===== src/rtl/smt_pkg.sv =====
`default_nettype none
// ----------------------------------------------------------------------------
// smt_pkg
// Types and constants shared by the sorted multiset table modules.
// ----------------------------------------------------------------------------
package smt_pkg;

   localparam int DEPTH   = 16;
   localparam int VALUE_W = 32;
   localparam int CNT_W   = $clog2(DEPTH + 1);
   localparam int COUNT_W = 5;

   typedef enum logic [1:0] {
      ACT_SEARCH = 2'd0,
      ACT_INSERT = 2'd1,
      ACT_REMOVE = 2'd2,
      ACT_CLEAR  = 2'd3
   } action_type;

   typedef enum logic [1:0] {
      STS_OK        = 2'd0,
      STS_NOT_FOUND = 2'd1,
      STS_FULL      = 2'd2
   } status_type;

   typedef enum logic {
      ST_IDLE = 1'b0,
      ST_EXEC = 1'b1
   } state_type;

   typedef struct packed {
      logic load;
      logic exec;
   } dp_cmd_type;

endpackage : smt_pkg
`default_nettype wire


===== src/rtl/smt_ctrl.sv =====
`default_nettype none
// ----------------------------------------------------------------------------
// smt_ctrl
// Command sequencer: takes a request word, fires the table update when the
// result register is free, and owns the response valid flag.
// ----------------------------------------------------------------------------
module smt_ctrl
   import smt_pkg::*;
(
   input  wire logic       clock,
   input  wire logic       reset,
   input  wire logic       req_valid,
   output logic            req_ready,
   output logic            rsp_valid,
   input  wire logic       rsp_ready,
   output dp_cmd_type      dp_cmd
);

   state_type state_ff, state_in;
   logic      rsp_valid_ff, rsp_valid_in;

   always_ff @(posedge clock) begin
      if (reset) begin
         state_ff     <= ST_IDLE;
         rsp_valid_ff <= 1'b0;
      end else begin
         state_ff     <= state_in;
         rsp_valid_ff <= rsp_valid_in;
      end
   end

   always_comb begin
      state_in    = state_ff;
      req_ready   = 1'b0;
      dp_cmd.load = 1'b0;
      dp_cmd.exec = 1'b0;
      case (state_ff)
         ST_IDLE: begin
            req_ready = 1'b1;
            if (req_valid) begin
               dp_cmd.load = 1'b1;
               state_in    = ST_EXEC;
            end
         end
         ST_EXEC: begin
            if (!rsp_valid_ff || rsp_ready) begin
               dp_cmd.exec = 1'b1;
               state_in    = ST_IDLE;
            end
         end
         default: state_in = ST_IDLE;
      endcase
      if (dp_cmd.exec) begin
         rsp_valid_in = 1'b1;
      end else if (rsp_ready) begin
         rsp_valid_in = 1'b0;
      end else begin
         rsp_valid_in = rsp_valid_ff;
      end
   end

   assign rsp_valid = rsp_valid_ff;

endmodule : smt_ctrl
`default_nettype wire


===== src/rtl/smt_dp.sv =====
`default_nettype none
// ----------------------------------------------------------------------------
// smt_dp
// Cell array datapath: each cell compares against the command value; the
// cells from the insert point shift right on insert, or left on remove.
// ----------------------------------------------------------------------------
module smt_dp
   import smt_pkg::*;
(
   input  wire logic                      clock,
   input  wire logic                      reset,
   input  wire dp_cmd_type                dp_cmd,
   input  wire logic [1:0]                req_action,
   input  wire logic signed [VALUE_W-1:0] req_value,
   output logic                           rsp_found,
   output logic [1:0]                     rsp_status,
   output logic [COUNT_W-1:0]             rsp_count
);

   logic signed [VALUE_W-1:0] cell_ff [DEPTH];
   logic signed [VALUE_W-1:0] ins_in  [DEPTH];
   logic signed [VALUE_W-1:0] rem_in  [DEPTH];
   logic [CNT_W-1:0]          count_ff, count_in;
   action_type                action_ff;
   logic signed [VALUE_W-1:0] value_ff;
   logic                      found_ff, found_in;
   status_type                status_ff, status_in;
   logic [DEPTH-1:0]          lt, eq;
   logic                      any_eq, full;

   for (genvar i = 0; i < DEPTH; i++) begin : g_cmp
      logic live;
      assign live  = CNT_W'(i) < count_ff;
      assign lt[i] = live && (cell_ff[i] < value_ff);
      assign eq[i] = live && (cell_ff[i] == value_ff);
   end

   // lt is a prefix of the sorted row: its first clear bit is the
   // insert point and also the first equal entry, if any.
   for (genvar i = 0; i < DEPTH; i++) begin : g_shift
      if (i == 0) begin : g_head
         assign ins_in[i] = lt[i] ? cell_ff[i] : value_ff;
      end else begin : g_body
         assign ins_in[i] = lt[i] ? cell_ff[i] : (lt[i-1] ? value_ff : cell_ff[i-1]);
      end
      if (i == DEPTH - 1) begin : g_tail
         assign rem_in[i] = cell_ff[i];
      end else begin : g_mid
         assign rem_in[i] = lt[i] ? cell_ff[i] : cell_ff[i+1];
      end
   end

   assign any_eq = |eq;
   assign full   = count_ff == CNT_W'(DEPTH);

   always_comb begin
      count_in  = count_ff;
      found_in  = 1'b0;
      status_in = STS_OK;
      case (action_ff)
         ACT_SEARCH: found_in = any_eq;
         ACT_INSERT: begin
            if (full) begin
               status_in = STS_FULL;
            end else begin
               count_in = count_ff + 1'b1;
            end
         end
         ACT_REMOVE: begin
            if (any_eq) begin
               found_in = 1'b1;
               count_in = count_ff - 1'b1;
            end else begin
               status_in = STS_NOT_FOUND;
            end
         end
         ACT_CLEAR: count_in = '0;
         default: count_in = count_ff;
      endcase
   end

   always_ff @(posedge clock) begin
      if (reset) begin
         count_ff <= '0;
      end else if (dp_cmd.exec) begin
         count_ff <= count_in;
      end
   end

   always_ff @(posedge clock) begin
      if (dp_cmd.load) begin
         action_ff <= action_type'(req_action);
         value_ff  <= req_value;
      end
      if (dp_cmd.exec) begin
         found_ff  <= found_in;
         status_ff <= status_in;
         if (action_ff == ACT_INSERT && !full) begin
            for (int i = 0; i < DEPTH; i++) cell_ff[i] <= ins_in[i];
         end else if (action_ff == ACT_REMOVE && any_eq) begin
            for (int i = 0; i < DEPTH; i++) cell_ff[i] <= rem_in[i];
         end
      end
   end

   assign rsp_found  = found_ff;
   assign rsp_status = status_ff;
   assign rsp_count  = COUNT_W'(count_ff);

endmodule : smt_dp
`default_nettype wire


===== src/rtl/sorted_multiset_table.sv =====
`default_nettype none
// ----------------------------------------------------------------------------
// sorted_multiset_table
// Ascending table of signed 32-bit values with duplicates, driven by
// search, insert, remove-first-match and clear commands.
// ----------------------------------------------------------------------------
// Each request word yields one response word. A command is first accepted,
// loading the action and value registers; then every cell compares against the
// value in parallel and the cell row shifts to insert or remove, loading the
// response register. No new request is taken until that update is done; a new
// request is taken while the previous response still waits, and the update
// is held only while that response is not yet taken.
module sorted_multiset_table
   import smt_pkg::*;
(
   input  wire logic                      clock,
   input  wire logic                      reset,
   input  wire logic                      req_valid,
   output logic                           req_ready,
   input  wire logic [1:0]                req_action,
   input  wire logic signed [VALUE_W-1:0] req_value,
   output logic                           rsp_valid,
   input  wire logic                      rsp_ready,
   output logic                           rsp_found,
   output logic [1:0]                     rsp_status,
   output logic [COUNT_W-1:0]             rsp_count
);

   dp_cmd_type dp_cmd;

   smt_ctrl u_ctrl (
      .clock     (clock),
      .reset     (reset),
      .req_valid (req_valid),
      .req_ready (req_ready),
      .rsp_valid (rsp_valid),
      .rsp_ready (rsp_ready),
      .dp_cmd    (dp_cmd)
   );

   smt_dp u_dp (
      .clock      (clock),
      .reset      (reset),
      .dp_cmd     (dp_cmd),
      .req_action (req_action),
      .req_value  (req_value),
      .rsp_found  (rsp_found),
      .rsp_status (rsp_status),
      .rsp_count  (rsp_count)
   );

   a_full_count: assert property (@(posedge clock) disable iff (reset)
      rsp_valid && rsp_status == STS_FULL |-> rsp_count == COUNT_W'(DEPTH))
      else $error("full status with count below depth");

   a_miss_not_found: assert property (@(posedge clock) disable iff (reset)
      rsp_valid && rsp_status == STS_NOT_FOUND |-> !rsp_found)
      else $error("not-found status with found set");

   a_found_ok: assert property (@(posedge clock) disable iff (reset)
      rsp_valid && rsp_found |-> rsp_status == STS_OK)
      else $error("found with error status");

   a_busy_after_take: assert property (@(posedge clock) disable iff (reset)
      req_valid && req_ready |=> !req_ready)
      else $error("request taken while a command is pending");

endmodule : sorted_multiset_table
`default_nettype wire

===== config.mk =====
export PLATFORM = sky130hd
export DESIGN_NAME = sorted_multiset_table
export DESIGN_NICKNAME = d
export VERILOG_FILES = /design/src/rtl/smt_pkg.sv /design/src/rtl/smt_ctrl.sv /design/src/rtl/smt_dp.sv /design/src/rtl/sorted_multiset_table.sv
export SDC_FILE = /design/constraint.sdc
export NUM_CORES = 2
export LEC_CHECK = 0
export BUFFER_PORTS_ARGS = -buffer_cell sky130_fd_sc_hd__buf_2
export CAP_MARGIN = 20
export CORE_UTILIZATION = 60
export DETAILED_ROUTE_END_ITERATION = 10
export PLACE_DENSITY_LB_ADDON = 0.25
export SETUP_SLACK_MARGIN = 0.2
export SLEW_MARGIN = 20
export SYNTH_ARGS = -nofsm -noshare
export SYNTH_HDL_FRONTEND = slang
export SYNTH_SLANG_ARGS = --single-unit
export TNS_END_PERCENT = 100

===== constraint.sdc =====
create_clock -name clock -period 9.89 [get_ports clock]
set_input_delay 0.989 -clock clock [delete_from_list [all_inputs] [get_ports clock]]
set_output_delay 0.989 -clock clock [all_outputs]
set_load 0.01 [all_outputs]

### After elaboration in Yosys (flattened, before gate mapping)

Memory sizes are Yosys's and may differ from the RTL's.
Index checks and enable logic that the tools add are counted.

| operators by class | value |
|---|---|
| eq/ne operators | 22 |
| reduce and logical (&&, ||, !) cells | 42 |
| muxes and demuxes | 86 |
| $lt $le $gt $ge | 32 |
| add/sub/neg operators | 2 |
| bitwise logic cells | 17 |

Operators with widths:

| operator | number |
|---|---|
| $mux W32 | 62 |
| $eq A32 B32 Y1 | 16 |
| $lt A32 B32 Y1 | 16 |
| $lt A4 B5 Y1 const A | 8 |
| $logic_and A1 B1 Y1 | 34 |
| $lt A3 B5 Y1 const A | 4 |
| $mux W1 | 17 |
| $or A1 B1 Y1 | 16 |
| $reduce_or A16 Y1 | 1 |
| $pmux W5 S3 | 1 |
| $lt A1 B5 Y1 const A | 2 |
| $lt A2 B5 Y1 const A | 2 |
| $mux W5 | 2 |
| $add A5 B1 Y5 const B | 1 |
| $eq A5 B5 Y1 const B | 1 |
| $sub A5 B1 Y5 const B | 1 |
| $eq A2 B2 Y1 const B | 2 |
| $pmux W1 S2 | 2 |
| $pmux W2 S2 | 1 |
| $reduce_and A4 Y1 | 1 |
| $reduce_bool A3 Y1 | 1 |
| $eq A2 B1 Y1 const B | 1 |
| $logic_not A1 Y1 | 2 |
| $logic_not A2 Y1 | 1 |
| 6 further kinds | 6 |

| storage, ports and cells | value |
|---|---|
| memories | 1 |
| register bits | 44 |
| logic and storage cells | 209 |
| input port bits | 38 |
| output and inout bits | 10 |
| memory bits (writable) | 512 |

Memories:

| memory | depth | width | read ports | clocked after Yosys merged registers in | wr ports | line | RTL |
|---|---|---|---|---|---|---|---|
| u_dp.cell_ff | 16 | 32 | 16 | 0 | 16 | smt_dp.sv:20 | `logic signed [VALUE_W-1:0] cell_ff [DEPTH];` |

### Depth between registers and ports, before layout

An unclocked memory read counts as a cell.

| logic depth | value |
|---|---|
| depth after elaboration | 10 |
| mapped depth | 15 |
| gate-level depth less buffers | 10 |

### Hierarchy

From an unflattened synthesis, not the netlist that was laid out.

| unflattened totals | value |
|---|---|
| cells, all modules | 3784 |
| area total of the unflattened synthesis | 38982.4 um2 |

Modules (own cells, without submodules):

| module | area an instance (um2) | seq. area each (um2) | cells an instance | instances |
|---|---|---|---|---|
| smt_dp | 38887.3 | 16585.9 | 3774 | 1 |
| smt_ctrl | 95.1 | 40.0 | 10 | 1 |

### Worst setup path after synthesis

Ideal clock, no wire load.

| timing | value |
|---|---|
| kind | reg2reg |
| from | reg u_dp.value_ff[30] |
| to | mem u_dp.cell_ff[5][0] (enable) |
| cell stages (with the launch flop) | 15 |
| library setup time | 0.441 ns |
| arrival time | 4.942 ns |
| slack | 4.508 ns |
| path through | edfxtp_1 > clkbuf_1 > inv_1 > ha_1 > nand4_1 > or4_1 > or4_4 > o2111ai_2 > nor4_2 > nor2_4 > buf_4 > buf_6 > nor2_1 > buf_2 > a31oi_1 |

RTL lines:

| item | line | RTL |
|---|---|---|
| from (decl) | smt_dp.sv:25 | `logic signed [VALUE_W-1:0] value_ff;` |
| from (signal assigned) | smt_dp.sv:93 | `value_ff <= req_value;` |
| to (decl) | smt_dp.sv:20 |  |

==> flow_metrics.py <==
metrics = {
    "placement": {
        "place_ws_ns": 3.75,
        "dpl.hpwl_um": 84400,
        "portBuffers": 47,
        "routabilityCongestion": 0.981,
    },
    "logic_synthesis": {
        "syn-mean-instance-area_um2": 9.83,
        "yosys_warnings": 0,
        "synth_edf_count": 549,
        "synthCells": 4133,
        "ys_types": 70,
        "yosysSeqAreaShare": 0.409,
        "yosys_register_bits": 556,
        "ys.flop_type": "edfxtp_1",
        "syn_area_um2": 40600,
        "synth_nets": 4691,
        "synthArstFlopShare": 0,
    },
    "sta": {
        "rsz0062_at_grt": "false",
        "layout_setup_ws_ns": 3.67,
        "fmax_mhz": 161,
        "hold_viol": 0,
        "post-route-min-period_ns": 6.22,
        "finalCritPeriodShare": 0.629,
        "drv_slew": 0,
        "worst_clock_skew_ns": 0.0208,
        "max_slew_margin": 0.215,
        "fin_tns_setup_ns": 0,
        "setup-violations-final": 0,
        "worst_pin_slew_ns": 1.18,
    },
    "floorplanning": {
        "core_um2": 67000,
        "die_x_um": 262,
        "start_util": 0.606,
        "die_h_um": 262,
        "rows": 95,
        "ios": 48,
        "fp.dieArea_um2": 68800,
    },
    "worst_setup_path": {
        "worstReg2RegEnd": "u_dp.cell_ff[11][9]$_DFFE_PP_",
        "cp_max_fo": 53,
        "reg2reg_depth": 12,
        "cp_num_buf_inv": 3,
        "crit_path_end_kind": "flip-flop",
        "r2r_slack_ns": 3.67,
        "r2r_start": "u_dp.value_ff[30]$_DFFE_PP_",
        "crit_arrival_ns": 6.49,
        "path_class": "flip-flop to flip-flop",
        "crit_chain": "inv_1 > ha_1 > nand4_1 > nor4_1 > nand3_1 > o2111ai_1 > nor4_2 > nor2_4 > buf_4 > nor2_2 > buf_4 > nor2_4",
        "cp_top_family": "simple AND/OR/NAND/NOR gates",
        "cp_slowest_cell": "nor4_1",
        "slowest_delay_ns": 0.94,
        "crit_required_ns": 10.16,
        "startpoint_type": "flip-flop",
    },
    "cells_and_area": {
        "nNetsFinal": 4620,
        "antennaDiodeCount": 0,
        "drive_above_1_share": 0.0819,
        "syn_to_final_growth_pct": 7.99,
        "fill_cells": 5361,
        "regArea_um2": 16600,
        "multi_input_area_um2": 22800,
    },
    "global_routing": {
        "grtUsageMet1": 0.477,
        "use_met3": 0.0541,
        "grt_busiest_layer": "met2",
        "grt_use_total": 0.342,
        "grt_pass1_wl_um": 185000,
        "antenna_found_initial": 0,
        "met2_usage": 0.547,
        "grt_pass1_vias": 32107,
        "overflow": 0,
        "grt_max_degree": 290,
    },
    "run_status": {
        "status": "completed",
    },
    "hold_path": {
        "hold_path_startpoint": "req_value[19]",
        "whs_path_depth": 1,
        "hold_class": "input port to flip-flop",
        "whs_endpoint": "u_dp.value_ff[19]$_DFFE_PP_",
    },
    "clocking": {
        "cts.reportedPaths.clkPinSlew_ns": 0.07,
        "cts_hold_buf": 0,
        "postCtsSetupBuffers": 0,
        "cts_tree": "yes",
        "cts_buffer_depth": 3,
        "clockRootBuffer": "clkbuf_16",
        "cts_sinks": 556,
        "clk_latency_ns": 0.65,
        "cts_made_buffers": 60,
        "cts_max_level": 2,
        "cts.repair.resized": 0,
    },
    "power": {
        "power_frac_seq": 0.454,
        "peakVddDrop_uv": 144,
        "switchingPower_mw": 1.64,
        "power_density_nw_per_um2": 137,
        "clkPwrFrac": 0.397,
        "p_leak_nw": 16.9,
        "combPwrFrac": 0.149,
        "p_int_mw": 4.35,
        "p_sw_frac": 0.274,
    },
    "route": {
        "drt_iter0_drc": 4286,
        "vias_per_cell": 6.76,
        "drc_errors": 0,
        "via_count": 33702,
        "drtPass1Iterations": 6,
        "wl_per_cell_um": 24.0,
        "wl_um": 120000,
        "postRouteAntennaNets": 0,
    },
    "run": {
        "cap_violations": 0,
    },
}
## how the worst max path moves through the flow
stage               slack [ns]                       endpoint                         from  depth (start not counted)
finish                    3.67  u_dp.cell_ff[11][9]$_DFFE_PP_  u_dp.value_ff[30]$_DFFE_PP_                         12
global route              3.44  u_dp.cell_ff[11][9]$_DFFE_PP_  u_dp.value_ff[30]$_DFFE_PP_                         12
CTS                       3.71  u_dp.cell_ff[6][10]$_DFFE_PP_  u_dp.value_ff[30]$_DFFE_PP_                         12
detailed placement        3.75   u_dp.cell_ff[6][9]$_DFFE_PP_  u_dp.value_ff[30]$_DFFE_PP_                         12
global placement          3.93   u_dp.cell_ff[0][5]$_DFFE_PP_  u_dp.value_ff[30]$_DFFE_PP_                         12
floorplan                 4.51   u_dp.cell_ff[5][0]$_DFFE_PP_  u_dp.value_ff[30]$_DFFE_PP_                         14
## power groups by stage
stage	Sequential, mW	Combinational (mW)	Clock [mW]
after floorplan	2.76	0.592	0
after global placement	2.77	0.829	0
after detailed placement	2.77	0.862	0
after CTS	2.72	0.866	2.39
after global routing	2.73	0.978	2.47
final	2.72	0.891	2.38
## per-stage QoR
stage	utilization	hold slack (ns)	power [mW]	instance area, um2	instances
final	0.655	0.512	5.99	43900	4987
after global routing	0.655	0.503	6.18	43900	4987
after CTS	0.652	0.485	5.98	43700	4981
after detailed placement	0.622	0.518	3.63	41700	4867
after global placement	0.621	0.489	3.60	41700	4865
after floorplan	-	0.494	3.35	40600	4133
## cell usage after synthesis, types with 60 or more instances
cell type  number  area [um2]
nand2_1       544        2040
nor2_1        222         833
a21oi_1       308        1540
inv_1          70         263
a31oi_1        73         457
nand4_1       155         970
mux2i_1       356        3560
ha_1          520        6510
nand3_1       107         536
clkbuf_1      208         781
o21ai_0       379        1900
nor3_1         60         300
edfxtp_1      549       16500
## flip-flops by register name (all words and copies together), names as in the netlist
| signal | count |
|---|---|
| u_dp.rsp_found | 1 |
| u_dp.rsp_count | 5 |
| u_dp.value_ff | 32 |
| u_dp.rsp_status | 2 |
| u_dp.action_ff | 2 |
| u_ctrl.state_ff | 1 |
| u_dp.cell_ff | 512 |
| u_ctrl.rsp_valid | 1 |
## layout make-up
class                      instances  area share
multi-input combinational       3234       0.520
sequential                       556       0.379
clock buffer                      79      0.0372
timing repair buffer             140      0.0250
tap                              873      0.0249
clock inverter                    35     0.00847
inverter                          70     0.00599
## cells in the final DEF, fill, tap and decap left out, drive strengths merged, types with 41 or more instances in the layout
master  count
edfxtp    549
nand2     544
ha        520
o21ai     412
mux2i     356
a21oi     308
nor2      224
nand4     155
buf       140
nand3     107
clkbuf     79
a31oi      73
inv        72
nor3       63
a21o       50
a211oi     47
nand2b     41
## logic make-up (layout without fill, tap and decap cells)
group	count (synthesis)	count (layout)	share of synthesized area
AOI/OAI and AO/OA	1065	1065	0.154
adders and majority gates	520	520	0.160
muxes	391	391	0.0974
DFF	556	556	0.409
and+or+nand+nor	1257	1257	0.143
buffers and inverters	343	324	0.0363
xor gates and xnor gates	1	1	0.000216
## worst reg2reg max path, cell delays in order, from the launching register on
cell and delay, ns:
edfxtp_1 0.75, inv_1 0.56, ha_1 0.51, nand4_1 0.21, nor4_1 0.94, nand3_1 0.37
o2111ai_1 0.34, nor4_2 0.24, nor2_4 0.14, buf_4 0.47, nor2_2 0.17, buf_4 0.29
nor2_4 0.84
## routing by layer
layer,vias up,part of all wire,wire (um)
met2,1646,0.46,55100
met5,-,0,0
met3,250,0.094,11200
met1,16316,0.42,50000
met4,0,0.029,3450
li1,15490,-,-
No activity file was read; power rests on OpenSTA's default activity.
